===== config.mk =====
export PLATFORM = sky130hd
export DESIGN_NAME = url_byte_stream_parser_core_flat
export DESIGN_NICKNAME = d
export VERILOG_FILES = /design/src/rtl/ubsp_pkg.sv /design/src/rtl/ubsp_if.sv /design/src/rtl/url_byte_stream_parser_core.sv /design/src/flat_wrapper.sv
export VERILOG_INCLUDE_DIRS = /design/src /design/src/rtl
export SDC_FILE = /design/constraint.sdc
export NUM_CORES = 1
export LEC_CHECK = 0
export BUFFER_PORTS_ARGS = -buffer_cell sky130_fd_sc_hd__buf_2
export CORE_AREA = 5 5 129 131
export DETAILED_ROUTE_END_ITERATION = 12
export DIE_AREA = 0 0 134 136
export PLACE_DENSITY = 0.53
export SLEW_MARGIN = 5
export SYNTH_ARGS = -nofsm -noshare
export SYNTH_HDL_FRONTEND = slang
export SYNTH_SLANG_ARGS = --single-unit

===== constraint.sdc =====
create_clock -name clk -period 13 [get_ports clk]
set_clock_uncertainty 0.2 [all_clocks]
set_input_delay 2.6 -clock clk [delete_from_list [all_inputs] [get_ports clk]]
set_output_delay 2.6 -clock clk [all_outputs]
set_load 0.01 [all_outputs]

===== src/rtl/url_byte_stream_parser_core_defines.svh =====
`ifndef URL_BYTE_STREAM_PARSER_CORE_DEFINES_SVH
`define URL_BYTE_STREAM_PARSER_CORE_DEFINES_SVH

// same-cycle implication, sampled on clk, off while rst_n is low
`define UBSP_ASSERT_NOW(label, ante, cons, msg) \
  label: assert property (@(posedge clk) disable iff (!rst_n) (ante) |-> (cons)) \
    else $error(msg);

// next-cycle implication, sampled on clk, off while rst_n is low
`define UBSP_ASSERT_NEXT(label, ante, cons, msg) \
  label: assert property (@(posedge clk) disable iff (!rst_n) (ante) |=> (cons)) \
    else $error(msg);

`endif


===== src/rtl/ubsp_pkg.sv =====
package ubsp_pkg;

  localparam int COUNT_WIDTH = 8;
  localparam int BYTE_W      = 8;
  localparam int KIND_W      = 3;
  localparam int INDEX_W     = 8;
  localparam int STATUS_W    = 2;

  localparam logic [BYTE_W-1:0] CH_SLASH  = 8'h2F;
  localparam logic [BYTE_W-1:0] CH_BSLASH = 8'h5C;
  localparam logic [BYTE_W-1:0] CH_QUEST  = 8'h3F;
  localparam logic [BYTE_W-1:0] CH_AMP    = 8'h26;
  localparam logic [BYTE_W-1:0] CH_HASH   = 8'h23;
  localparam logic [BYTE_W-1:0] CH_EQUAL  = 8'h3D;
  localparam logic [BYTE_W-1:0] CH_COLON  = 8'h3A;

  localparam logic [KIND_W-1:0] K_NONE   = 3'd0;
  localparam logic [KIND_W-1:0] K_SCHEME = 3'd1;
  localparam logic [KIND_W-1:0] K_HOST   = 3'd2;
  localparam logic [KIND_W-1:0] K_PATH   = 3'd3;
  localparam logic [KIND_W-1:0] K_KEY    = 3'd4;
  localparam logic [KIND_W-1:0] K_VALUE  = 3'd5;
  localparam logic [KIND_W-1:0] K_FRAG   = 3'd6;

  localparam logic [STATUS_W-1:0] STAT_BUSY   = 2'd0;
  localparam logic [STATUS_W-1:0] STAT_ACCEPT = 2'd1;
  localparam logic [STATUS_W-1:0] STAT_REJECT = 2'd2;

  typedef enum logic [13:0] {
    ST_START      = 14'b00000000000001,
    ST_SCHEME     = 14'b00000000000010,
    ST_SLASH1     = 14'b00000000000100,
    ST_SLASH2     = 14'b00000000001000,
    ST_HOST       = 14'b00000000010000,
    ST_SEG_START  = 14'b00000000100000,
    ST_SEG        = 14'b00000001000000,
    ST_PAIR_START = 14'b00000010000000,
    ST_KEY        = 14'b00000100000000,
    ST_VALUE      = 14'b00001000000000,
    ST_FRAG       = 14'b00010000000000,
    ST_FINISH     = 14'b00100000000000,
    ST_ACCEPTED   = 14'b01000000000000,
    ST_REJECTED   = 14'b10000000000000
  } state_t;

  typedef enum logic [1:0] {
    TOK_NONE = 2'd0,
    TOK_SEG  = 2'd1,
    TOK_PAIR = 2'd2
  } tok_t;

  typedef struct packed {
    logic [BYTE_W-1:0]   out_byte;
    logic [KIND_W-1:0]   field_kind;
    logic                opens_token;
    logic [INDEX_W-1:0]  token_index;
    logic [STATUS_W-1:0] parse_status;
  } result_t;

  function automatic logic [COUNT_WIDTH-1:0] sat_inc(input logic [COUNT_WIDTH-1:0] c);
    return (c == '1) ? c : c + 1'b1;
  endfunction

  function automatic logic [COUNT_WIDTH-1:0] index_of(input logic [COUNT_WIDTH-1:0] c);
    return (c != '0) ? c - 1'b1 : '0;
  endfunction

endpackage


===== src/rtl/ubsp_if.sv =====
interface ubsp_in_if;
  logic                        valid;
  logic                        ready;
  logic [ubsp_pkg::BYTE_W-1:0] data_byte;
  logic                        is_first;
  logic                        is_penultimate;
  logic                        is_last;

  modport source (output valid, output data_byte, output is_first,
                  output is_penultimate, output is_last, input ready);
  modport sink (input valid, input data_byte, input is_first,
                input is_penultimate, input is_last, output ready);
endinterface

interface ubsp_out_if;
  logic                          valid;
  logic                          ready;
  logic [ubsp_pkg::BYTE_W-1:0]   out_byte;
  logic [ubsp_pkg::KIND_W-1:0]   field_kind;
  logic                          opens_token;
  logic [ubsp_pkg::INDEX_W-1:0]  token_index;
  logic [ubsp_pkg::STATUS_W-1:0] parse_status;

  modport source (output valid, output out_byte, output field_kind, output opens_token,
                  output token_index, output parse_status, input ready);
  modport sink (input valid, input out_byte, input field_kind, input opens_token,
                input token_index, input parse_status, output ready);
endinterface


===== src/rtl/url_byte_stream_parser_core.sv =====
// a byte accepted into an empty output stage is shown in the next cycle
// throughput: one byte per cycle while the skid entry is empty, bounded by the parse state update loop
// an output register plus one skid entry let a byte in while a result waits
// reset (rst_n low at a clock edge) returns to the start state, clears the
// finishing field and both counts, and empties the output and skid registers
`include "url_byte_stream_parser_core_defines.svh"

module url_byte_stream_parser_core (
  input logic         clk,
  input logic         rst_n,
  ubsp_in_if.sink     in_ch,
  ubsp_out_if.source  out_ch
);

  localparam int CW = ubsp_pkg::COUNT_WIDTH;

  ubsp_pkg::state_t               state_r, state_nxt;
  logic [ubsp_pkg::KIND_W-1:0]    fin_r, fin_nxt;
  logic [CW-1:0]                  seg_r, seg_nxt;
  logic [CW-1:0]                  pair_r, pair_nxt;

  logic                           out_v_r, out_v_nxt;
  logic                           skid_v_r, skid_v_nxt;
  ubsp_pkg::result_t              out_r, out_nxt;
  ubsp_pkg::result_t              skid_r, skid_nxt;
  ubsp_pkg::result_t              res;

  logic                           acc;
  logic                           take;

  ubsp_pkg::state_t               cur;
  ubsp_pkg::state_t               st;
  ubsp_pkg::tok_t                 tok;
  logic [ubsp_pkg::BYTE_W-1:0]    dbyte;
  logic                           pen;
  logic                           last;
  logic [ubsp_pkg::KIND_W-1:0]    kind;
  logic                           opens;
  logic [CW-1:0]                  seg_b, pair_b;
  logic [ubsp_pkg::KIND_W-1:0]    fin_b;
  logic [CW-1:0]                  idx;
  logic [ubsp_pkg::STATUS_W-1:0]  status;

  assign in_ch.ready = !skid_v_r;
  assign acc         = in_ch.valid && !skid_v_r;
  assign take        = out_v_r && out_ch.ready;

  // parse step for the byte at the input
  always_comb begin
    dbyte = in_ch.data_byte;
    last  = in_ch.is_last;
    pen   = in_ch.is_penultimate && !in_ch.is_last;
    cur    = in_ch.is_first ? ubsp_pkg::ST_START : state_r;
    seg_b  = in_ch.is_first ? '0 : seg_r;
    pair_b = in_ch.is_first ? '0 : pair_r;
    fin_b  = in_ch.is_first ? ubsp_pkg::K_NONE : fin_r;

    st       = cur;
    kind     = ubsp_pkg::K_NONE;
    opens    = 1'b0;
    tok      = ubsp_pkg::TOK_NONE;
    seg_nxt  = seg_b;
    pair_nxt = pair_b;
    fin_nxt  = fin_b;

    case (cur)
      ubsp_pkg::ST_START: begin
        if (dbyte == ubsp_pkg::CH_SLASH) begin
          if (pen) begin
            fin_nxt = ubsp_pkg::K_NONE;
            st      = ubsp_pkg::ST_FINISH;
          end else begin
            seg_nxt = ubsp_pkg::sat_inc(seg_b);
            opens   = 1'b1;
            tok     = ubsp_pkg::TOK_SEG;
            st      = ubsp_pkg::ST_SEG;
          end
        end else begin
          kind = ubsp_pkg::K_SCHEME;
          st   = ubsp_pkg::ST_SCHEME;
        end
      end
      ubsp_pkg::ST_SCHEME: begin
        if (dbyte == ubsp_pkg::CH_COLON) st = ubsp_pkg::ST_SLASH1;
        else kind = ubsp_pkg::K_SCHEME;
      end
      ubsp_pkg::ST_SLASH1: begin
        st = (dbyte == ubsp_pkg::CH_SLASH) ? ubsp_pkg::ST_SLASH2 : ubsp_pkg::ST_REJECTED;
      end
      ubsp_pkg::ST_SLASH2: begin
        st = (dbyte == ubsp_pkg::CH_SLASH) ? ubsp_pkg::ST_HOST : ubsp_pkg::ST_REJECTED;
      end
      ubsp_pkg::ST_HOST: begin
        if (pen) begin
          kind    = ubsp_pkg::K_HOST;
          fin_nxt = ubsp_pkg::K_HOST;
          st      = ubsp_pkg::ST_FINISH;
        end else if (dbyte == ubsp_pkg::CH_SLASH || dbyte == ubsp_pkg::CH_BSLASH) begin
          st = ubsp_pkg::ST_SEG_START;
        end else if (dbyte == ubsp_pkg::CH_QUEST || dbyte == ubsp_pkg::CH_AMP) begin
          st = ubsp_pkg::ST_PAIR_START;
        end else if (dbyte == ubsp_pkg::CH_HASH) begin
          st = ubsp_pkg::ST_FRAG;
        end else begin
          kind = ubsp_pkg::K_HOST;
        end
      end
      ubsp_pkg::ST_SEG_START: begin
        if (pen) begin
          fin_nxt = ubsp_pkg::K_NONE;
          st      = ubsp_pkg::ST_FINISH;
        end else if (dbyte != ubsp_pkg::CH_SLASH) begin
          seg_nxt = ubsp_pkg::sat_inc(seg_b);
          opens   = 1'b1;
          kind    = ubsp_pkg::K_PATH;
          st      = ubsp_pkg::ST_SEG;
        end else begin
          // empty path segment
          st = ubsp_pkg::ST_REJECTED;
        end
      end
      ubsp_pkg::ST_SEG: begin
        if (pen) begin
          kind    = ubsp_pkg::K_PATH;
          fin_nxt = ubsp_pkg::K_PATH;
          st      = ubsp_pkg::ST_FINISH;
        end else if (dbyte == ubsp_pkg::CH_SLASH) begin
          st = ubsp_pkg::ST_SEG_START;
        end else if (dbyte == ubsp_pkg::CH_QUEST || dbyte == ubsp_pkg::CH_AMP) begin
          st = ubsp_pkg::ST_PAIR_START;
        end else if (dbyte == ubsp_pkg::CH_HASH) begin
          st = ubsp_pkg::ST_FRAG;
        end else begin
          kind = ubsp_pkg::K_PATH;
        end
      end
      ubsp_pkg::ST_PAIR_START: begin
        if (dbyte == ubsp_pkg::CH_AMP) begin
          st = ubsp_pkg::ST_PAIR_START;
        end else if (pen) begin
          fin_nxt = ubsp_pkg::K_NONE;
          st      = ubsp_pkg::ST_FINISH;
        end else begin
          pair_nxt = ubsp_pkg::sat_inc(pair_b);
          opens    = 1'b1;
          kind     = ubsp_pkg::K_KEY;
          st       = ubsp_pkg::ST_KEY;
        end
      end
      ubsp_pkg::ST_KEY: begin
        if (pen) begin
          kind    = ubsp_pkg::K_KEY;
          fin_nxt = ubsp_pkg::K_KEY;
          st      = ubsp_pkg::ST_FINISH;
        end else if (dbyte == ubsp_pkg::CH_QUEST || dbyte == ubsp_pkg::CH_AMP) begin
          st = ubsp_pkg::ST_PAIR_START;
        end else if (dbyte == ubsp_pkg::CH_HASH) begin
          st = ubsp_pkg::ST_FRAG;
        end else if (dbyte == ubsp_pkg::CH_EQUAL) begin
          st = ubsp_pkg::ST_VALUE;
        end else begin
          kind = ubsp_pkg::K_KEY;
        end
      end
      ubsp_pkg::ST_VALUE: begin
        if (pen) begin
          kind    = ubsp_pkg::K_VALUE;
          fin_nxt = ubsp_pkg::K_VALUE;
          st      = ubsp_pkg::ST_FINISH;
        end else if (dbyte == ubsp_pkg::CH_QUEST || dbyte == ubsp_pkg::CH_AMP) begin
          st = ubsp_pkg::ST_PAIR_START;
        end else if (dbyte == ubsp_pkg::CH_HASH) begin
          st = ubsp_pkg::ST_FRAG;
        end else begin
          kind = ubsp_pkg::K_VALUE;
        end
      end
      ubsp_pkg::ST_FRAG: begin
        kind = ubsp_pkg::K_FRAG;
        if (pen) begin
          fin_nxt = ubsp_pkg::K_FRAG;
          st      = ubsp_pkg::ST_FINISH;
        end
      end
      ubsp_pkg::ST_FINISH: begin
        // final byte joins the field left open by the penultimate byte
        kind = fin_b;
        st   = ubsp_pkg::ST_ACCEPTED;
      end
      ubsp_pkg::ST_ACCEPTED: begin
        st = ubsp_pkg::ST_ACCEPTED;
      end
      ubsp_pkg::ST_REJECTED: begin
        st = ubsp_pkg::ST_REJECTED;
      end
      default: begin
        st = ubsp_pkg::ST_REJECTED;
      end
    endcase

    if (tok == ubsp_pkg::TOK_NONE) begin
      if (kind == ubsp_pkg::K_PATH) tok = ubsp_pkg::TOK_SEG;
      else if (kind == ubsp_pkg::K_KEY || kind == ubsp_pkg::K_VALUE) tok = ubsp_pkg::TOK_PAIR;
    end

    if (last && st != ubsp_pkg::ST_ACCEPTED && st != ubsp_pkg::ST_REJECTED) begin
      st = ubsp_pkg::ST_REJECTED;
    end
    state_nxt = st;

    if (st == ubsp_pkg::ST_FINISH || st == ubsp_pkg::ST_ACCEPTED) status = ubsp_pkg::STAT_ACCEPT;
    else if (st == ubsp_pkg::ST_REJECTED) status = ubsp_pkg::STAT_REJECT;
    else status = ubsp_pkg::STAT_BUSY;

    if (tok == ubsp_pkg::TOK_SEG) idx = ubsp_pkg::index_of(seg_nxt);
    else if (tok == ubsp_pkg::TOK_PAIR) idx = ubsp_pkg::index_of(pair_nxt);
    else idx = '0;

    res.out_byte     = dbyte;
    res.field_kind   = kind;
    res.opens_token  = opens;
    res.token_index  = ubsp_pkg::INDEX_W'(idx);
    res.parse_status = status;
  end

  // output register with one skid entry behind it
  always_comb begin
    out_v_nxt  = out_v_r;
    skid_v_nxt = skid_v_r;
    out_nxt    = out_r;
    skid_nxt   = skid_r;
    if (!out_v_r || take) begin
      if (skid_v_r) begin
        out_nxt    = skid_r;
        out_v_nxt  = 1'b1;
        skid_nxt   = res;
        skid_v_nxt = acc;
      end else begin
        out_nxt   = res;
        out_v_nxt = acc;
      end
    end else if (acc) begin
      skid_nxt   = res;
      skid_v_nxt = 1'b1;
    end
  end

  always_ff @(posedge clk) begin
    if (!rst_n) begin
      state_r  <= ubsp_pkg::ST_START;
      fin_r    <= ubsp_pkg::K_NONE;
      seg_r    <= '0;
      pair_r   <= '0;
      out_v_r  <= 1'b0;
      skid_v_r <= 1'b0;
    end else begin
      if (acc) begin
        state_r <= state_nxt;
        fin_r   <= fin_nxt;
        seg_r   <= seg_nxt;
        pair_r  <= pair_nxt;
      end
      out_v_r  <= out_v_nxt;
      skid_v_r <= skid_v_nxt;
    end
  end

  always_ff @(posedge clk) begin
    out_r  <= out_nxt;
    skid_r <= skid_nxt;
  end

  assign out_ch.valid        = out_v_r;
  assign out_ch.out_byte     = out_r.out_byte;
  assign out_ch.field_kind   = out_r.field_kind;
  assign out_ch.opens_token  = out_r.opens_token;
  assign out_ch.token_index  = out_r.token_index;
  assign out_ch.parse_status = out_r.parse_status;

  `UBSP_ASSERT_NOW(a_skid_behind_out, skid_v_r, out_v_r, "skid entry held with empty output stage")
  `UBSP_ASSERT_NEXT(a_direct_load, acc && !out_v_r, out_v_r && out_r.out_byte == $past(in_ch.data_byte), "accepted byte did not reach the output stage")
  `UBSP_ASSERT_NEXT(a_seg_monotonic, acc && !in_ch.is_first, seg_r >= $past(seg_r), "segment count went down without a restart")
  `UBSP_ASSERT_NEXT(a_pair_monotonic, acc && !in_ch.is_first, pair_r >= $past(pair_r), "pair count went down without a restart")

endmodule

===== src/flat_wrapper.sv =====
// flat-port wrapper written by rule: the top's interface ports become plain ports
module url_byte_stream_parser_core_flat 
  (clk, rst_n, in_ch_valid, in_ch_data_byte, in_ch_is_first, in_ch_is_penultimate, in_ch_is_last, in_ch_ready, out_ch_valid, out_ch_out_byte, out_ch_field_kind, out_ch_opens_token, out_ch_token_index, out_ch_parse_status, out_ch_ready);
  ubsp_in_if in_ch_i ();
  ubsp_out_if out_ch_i ();
  input logic clk;
  input logic rst_n;
  input wire logic [$bits(in_ch_i.valid)-1:0] in_ch_valid;
  input wire logic [$bits(in_ch_i.data_byte)-1:0] in_ch_data_byte;
  input wire logic [$bits(in_ch_i.is_first)-1:0] in_ch_is_first;
  input wire logic [$bits(in_ch_i.is_penultimate)-1:0] in_ch_is_penultimate;
  input wire logic [$bits(in_ch_i.is_last)-1:0] in_ch_is_last;
  output wire logic [$bits(in_ch_i.ready)-1:0] in_ch_ready;
  output wire logic [$bits(out_ch_i.valid)-1:0] out_ch_valid;
  output wire logic [$bits(out_ch_i.out_byte)-1:0] out_ch_out_byte;
  output wire logic [$bits(out_ch_i.field_kind)-1:0] out_ch_field_kind;
  output wire logic [$bits(out_ch_i.opens_token)-1:0] out_ch_opens_token;
  output wire logic [$bits(out_ch_i.token_index)-1:0] out_ch_token_index;
  output wire logic [$bits(out_ch_i.parse_status)-1:0] out_ch_parse_status;
  input wire logic [$bits(out_ch_i.ready)-1:0] out_ch_ready;
  assign in_ch_i.valid = in_ch_valid;
  assign in_ch_i.data_byte = in_ch_data_byte;
  assign in_ch_i.is_first = in_ch_is_first;
  assign in_ch_i.is_penultimate = in_ch_is_penultimate;
  assign in_ch_i.is_last = in_ch_is_last;
  assign in_ch_ready = in_ch_i.ready;
  assign out_ch_valid = out_ch_i.valid;
  assign out_ch_out_byte = out_ch_i.out_byte;
  assign out_ch_field_kind = out_ch_i.field_kind;
  assign out_ch_opens_token = out_ch_i.opens_token;
  assign out_ch_token_index = out_ch_i.token_index;
  assign out_ch_parse_status = out_ch_i.parse_status;
  assign out_ch_i.ready = out_ch_ready;
  url_byte_stream_parser_core u_core (.clk(clk), .rst_n(rst_n), .in_ch(in_ch_i), .out_ch(out_ch_i));
endmodule

After elaboration in Yosys (flattened, before gate mapping)
Cells that the tools add are included.
{"block": "word_totals", "in_bits": 15, "out_inout_bits": 24, "regBits": 79, "wordCells": 167}
{"block": "op_classes", "muxes": 94, "addsub": 4, "eq_ne": 34, "reduce_logical": 19}
{"operator": "$mux 14", "count": 20}
{"operator": "$pmux 14 s12", "count": 1}
{"operator": "$mux 8", "count": 15}
{"operator": "$mux 22", "count": 4}
{"operator": "$mux 3", "count": 25}
{"operator": "$eq 8x6->1 const B", "count": 6}
{"operator": "$mux 12", "count": 3}
{"operator": "$pmux 3 s10", "count": 1}
{"operator": "$eq 14x12->1 const B", "count": 2}
{"operator": "$eq 14x13->1 const B", "count": 2}
{"operator": "$pmux 3 s8", "count": 1}
{"operator": "$mux 2", "count": 10}
{"operator": "$add 8x1->8 const B", "count": 2}
{"operator": "$eq 8x8->1 const B", "count": 2}
{"operator": "$pmux 8 s2", "count": 1}
{"operator": "$reduce_bool 8->1", "count": 2}
{"operator": "$sub 8x1->8 const B", "count": 2}
{"operator": "$eq 14x1->1 const B", "count": 1}
{"operator": "$eq 14x10->1 const B", "count": 1}
{"operator": "$eq 14x11->1 const B", "count": 1}
{"operator": "$eq 14x14->1 const B", "count": 1}
{"operator": "$eq 14x2->1 const B", "count": 1}
{"operator": "$eq 14x3->1 const B", "count": 1}
{"operator": "$eq 14x4->1 const B", "count": 1}
{"operator": "23 further kinds", "count": 45}

Logic depth before layout (Yosys ltp)
{"block": "depth", "depth_word": 16, "depth_mapped": 17, "depth_no_buf": 13}

Worst setup path before layout
No wires, ideal clock.
{"block": "synth_path", "path_kind": "input to register", "from": "in in_ch_is_first", "to": "reg u_core.out_r (netlist bit u_core.out_ch.token_index[6]), data pin", "stages": 17, "setup_ns": 0.271, "path_buffers": 4, "arrival_time_ns": 5.797, "required_ns": 12.529, "path_slack_ns": 6.732, "path_cell_list": "clkbuf_1 -> clkbuf_1 -> buf_1 -> nor2b_1 -> ha_1 -> nand4_1 -> or4b_1 -> and3_1 -> buf_2 -> xnor2_1 -> ha_1 -> inv_1 -> nor3_1 -> xnor2_1 -> and3_1 -> a21oi_1 -> o31ai_1"}
{"block": "synth_between", "elab_chain_len": 12, "word_cells_on_any_way": 49, "cone_classes": "add/sub (4); eq/ne (17); mux (24); reduce/logical (4)"}
{"item": "from (decl)", "line_no": "flat_wrapper.sv:10", "source": "input wire logic [$bits(in_ch_i.is_first)-1:0] in_ch_is_first;"}
{"item": "parallel branches: the longest is 10 deep, another holds $add 8x1->8"}
{"item": "$mux 8 *", "line_no": "url_byte_stream_parser_core.sv:215", "source": "if (tok == ubsp_pkg::TOK_SEG) idx = ubsp_pkg::index_of(seg_nxt);"}
{"item": "$mux 22 *", "line_no": "url_byte_stream_parser_core.sv:233", "source": "if (skid_v_r) begin"}
{"item": "to (signal assigned)", "line_no": "url_byte_stream_parser_core.sv:269", "source": "out_r <= out_nxt;"}
{"item": "to (decl)", "line_no": "url_byte_stream_parser_core.sv:24", "source": "ubsp_pkg::result_t out_r, out_nxt;"}
Mark *: on every way between the ends.
A chain may end at the register's enable or synchronous reset.

Worst setup path in the final report
{"block": "layout_path", "from": "in in_ch_is_first", "to": "reg u_core.out_r (netlist bit u_core.out_ch.token_index[7]), data pin"}
The elaborated chain is that of the path after synthesis.

==> flow_results.org <==
** Timing
- Headroom to the max-slew limit came out at 0.3376.
- For the final routed database, the setup TNS stands at 0 ns.
- For the pin with the worst max-slew slack, the measured transition is 0.9854 ns.
- Of the available clock period, the critical path in the final layout requires 0.4848.
- Setup violations remaining at the end of the flow were counted as 0.
- The count of final max-slew check failures came to 0.
- Counting I/O delays and the setup requirement, the final critical path takes 6.303 ns.
- Setup repair after global routing left no endpoint under its margin.
- The final count of hold timing violations was 0.
- Maximum clock frequency :: 158.7 MHz
- Setup slack closes at 6.697 ns.
- Final hold slack :: 0.2618 ns

** Detailed routing
- Final wirelength :: 13.60 mm
- Initial detailed-routing violation count :: 366
- Antenna Nets Post-Route :: 0
- In the final routed layout, each cell accounts on average for 17.55 µm.
- The first detailed-routing pass ran for 5 iterations.
- Total via count in the routed design :: 4,302
- In the routed design, unresolved DRC markers number 0.
- Routed via count divided by cell count :: 5.551

** Synthesis
- In the synthesized netlist the async set-or-reset flop fraction comes to 0.
- The average instance in the mapped netlist occupies 9.279 µm².
- Number of cells produced by synthesis :: 562
- Post-Synthesis Cell Area :: 5215 µm²
- After synthesis the netlist holds a flip-flop and latch count of 79.
- In this run, distinct cell masters in the synthesized netlist total 87.
- The complex-gate fraction of the synthesized area is 0.1960.
- Of the total synthesized cell area, the portion taken by AND, OR, NAND and NOR gates is 0.2678.
- Most frequently used flop master after synthesis :: edfxtp_1
- The number of nets handed over by synthesis was 582.
- After synthesis, the largest family of logic cells by area is simple AND/OR/NAND/NOR gates.
- The synthesized design contains 44 enable-type register cells.
- Syn. warnings :: 0
- Parity-gate share of the synthesized area counting xor and xnor cells :: 0.04223
- Adder-cell share of the synthesized area :: 0.01200
- Post-synthesis mux area share :: 0.05302
- Share of synthesized area occupied by flip-flops and latches :: 0.3877

** Critical path
- For this design, the slowest cell found on the critical path is buf_2.
- Maximum fanout encountered on the critical timing path :: 35
- Data on the critical path is required at its endpoint by 12.89 ns.
- Tracing the worst setup path back leads to its startpoint at in_ch_is_first.
- STA classifies the critical path endpoint as a flop.
- The worst setup path is of the input port to flop kind.
- The worst register-to-register path begins at u_core.state_r[10].
- Largest stage delay on the critical path :: 0.51 ns
- Critical path data arrival time :: 6.19 ns
- Ordered list of cells on the worst path :: buf_2, nor2b_1, ha_1, and4_1, a41oi_1, o21ai_0, xor2_1, ha_1, nand2_1, o31ai_4, nor2_1, a221o_1
- Critical path startpoint category :: input port
- Among the stages of the critical path, the cell type that occurs most often is ha_1.

** Global route
- The first global-routing pass estimated 22.20 mm of wire.
- Entering global routing, the biggest net connects 36 pins.
- Initial antenna violation count :: 0
- GR Overflow Total :: 0
- In the global route stage, overall resource usage came out at 0.1523.
- Vias in the first global route :: 4,049

** Pwr
- Leakage Power :: 0.002173 µW
- Dividing total power by cell area gives a power density of 101.9 nW/µm².
- Overall power after layout :: 589.3 µW
- Max rail drop VDD :: 0.00005196 V

** Finish
- The library cell used most frequently in the layout, excluding fill and tap cells, is nand2_1.
- At the end of the flow, the number of nets in the layout was 598.
- The number of antenna diodes in the final layout is 0.
- Most frequent cells in the layout :: 61 x nand2_1, 44 x edfxtp_1, 40 x nor2_1, 38 x buf_2, 35 x dfxtp_1
- The area growth from synthesis to layout is 10.94%.
- In the final layout, the share of cells above drive strength 1 is 0.1767.

** Clocking
- In this run the clock root is driven by a clkbuf_16.
- Total clock buffers created by CTS :: 9
- No sink is reached through more buffers than the 2 on the longest clock path.
- Depth of the CTS H-tree :: 3
- Clock slew at reported path FFs :: 0.07 ns
- TritonCTS built the clock tree.
- Buffers inserted to repair hold after CTS numbered 0.
- Number of buffers inserted by post-CTS setup repair :: 0
- The number of gates resized after CTS was 0.
- Sinks on Clock Net :: 79
- Clock latency on the worst-skew pair, taken at its later pin, is 0.34 ns.

** Die
- The die covers 18,220 µm².
- The initial utilization of the core area, before any placement, comes to 0.3368.
- Die span in x :: 134 µm
- 39 I/O pins were placed.
- In this run the standard cell core region covers 15,480 µm².
- Row cnt :: 46
- The die is 136 µm tall.

** Hold path
- The worst hold path belongs to the class flop to flop.
- Min-delay src :: u_core.state_r[0]

** Outcome
- Result of the run :: complete, no violations

** Place
- Timing analysis after detailed placement gives a worst setup slack of 6.391 ns.
- HPWL after detailed placement :: 9.837 mm
- Buffers placed on the I/O ports in this run total 38.
- Placer Congestion :: 0.9078

** Run
- Max-capacitance violation count :: 0
==> registers in the layout (all words and copies together), names as in the netlist <==
name	flops
u_core.out_ch.valid	1
u_core.skid_v_r	1
u_core.out_ch.opens_token	1
u_core.out_ch.out_byte	8
u_core.seg_r	8
u_core.skid_r	22
u_core.out_ch.field_kind	3
u_core.out_ch.token_index	8
u_core.out_ch.parse_status	2
u_core.state_r	14
u_core.fin_r	3
u_core.pair_r	8
==> power breakdown <==
part / internal [µW] / switching (µW) / total [µW]
registers: 274 / 4.84 / 279
logic: 23.9 / 42.2 / 66.1
clock network: 132 / 113 / 244
==> synth_stat cells (9+ instances only) <==
master | n | area share
nand2_1 | 61 | 0.044
edfxtp_1 | 44 | 0.25
nor2_1 | 40 | 0.029
dfxtp_1 | 35 | 0.13
o21ai_0 | 29 | 0.028
nor2b_1 | 25 | 0.030
nor3_1 | 21 | 0.020
clkbuf_1 | 19 | 0.014
mux2_2 | 18 | 0.039
a21oi_1 | 14 | 0.013
and2_1 | 14 | 0.017
buf_2 | 13 | 0.012
nand4_1 | 12 | 0.014
xnor2_1 | 11 | 0.018
xor2_1 | 11 | 0.018
a21boi_0 | 10 | 0.014
and3_1 | 10 | 0.012
nand2b_1 | 10 | 0.012
o211a_1 | 9 | 0.017
o211ai_1 | 9 | 0.013
==> routing by layer <==
layer | global-route usage | vias up | share of wire
met4 | 0.04743 | 0 | 0.018
met1 | 0.2138 | 2043 | 0.50
met2 | 0.2375 | 107 | 0.44
li1 | - | 2133 | -
met5 | 0 | - | 0
met3 | 0.02924 | 19 | 0.039
==> path summary, 6_finish.rpt <==
path / to / slack [ns] / cells after the start
min reg2reg: u_core.state_r[0] / 0.26 / 2
max: u_core.out_ch.token_index[7] / 6.70 / 12
max reg2reg: u_core.out_ch.token_index[7] / 8.99 / 10
min: u_core.state_r[0] / 0.26 / 2
==> worst max-delay path, delay by kind of cell <==
family                     cells  cell delay, ns
AOI/OAI and AO/OA              4            1.52
adders and majority gates      2            0.58
and+or+nand+nor                4            0.65
buffers and inverters          1            0.51
xor gates and xnor gates       1            0.31
==> layout make-up <==
type / instances / area [µm²]
Fill cell: 1521 / 9697
Multi-Input combinational cell: 437 / 2982
Sequential cell: 79 / 2022
Tap cell: 192 / 240.2
Timing Repair Buffer: 44 / 235.2
Clock buffer: 9 / 225.2
Clock inverter: 7 / 55.05
Inverter: 7 / 26.28
==> through the flow <==
step           std cells  cell area (µm²)    util
2_1_floorplan        562             5215       -
3_3_place_gp         759             5505  0.3556
3_5_place_dp         759             5505  0.3556
4_1_cts              775             5786  0.3737
5_1_grt              775             5786  0.3737
6_report             775             5786  0.3737
==> cell families after synthesis <==
group	count (synthesis)
adder cells (fa/ha/maj)	5
multiplexers	25
buffers and inverters	46
AND/OR/NAND/NOR	247
XOR/XNOR	23
flip-flops	79
AO/OA/AOI/OAI	137
No activity file was read; power rests on OpenSTA's default activity.
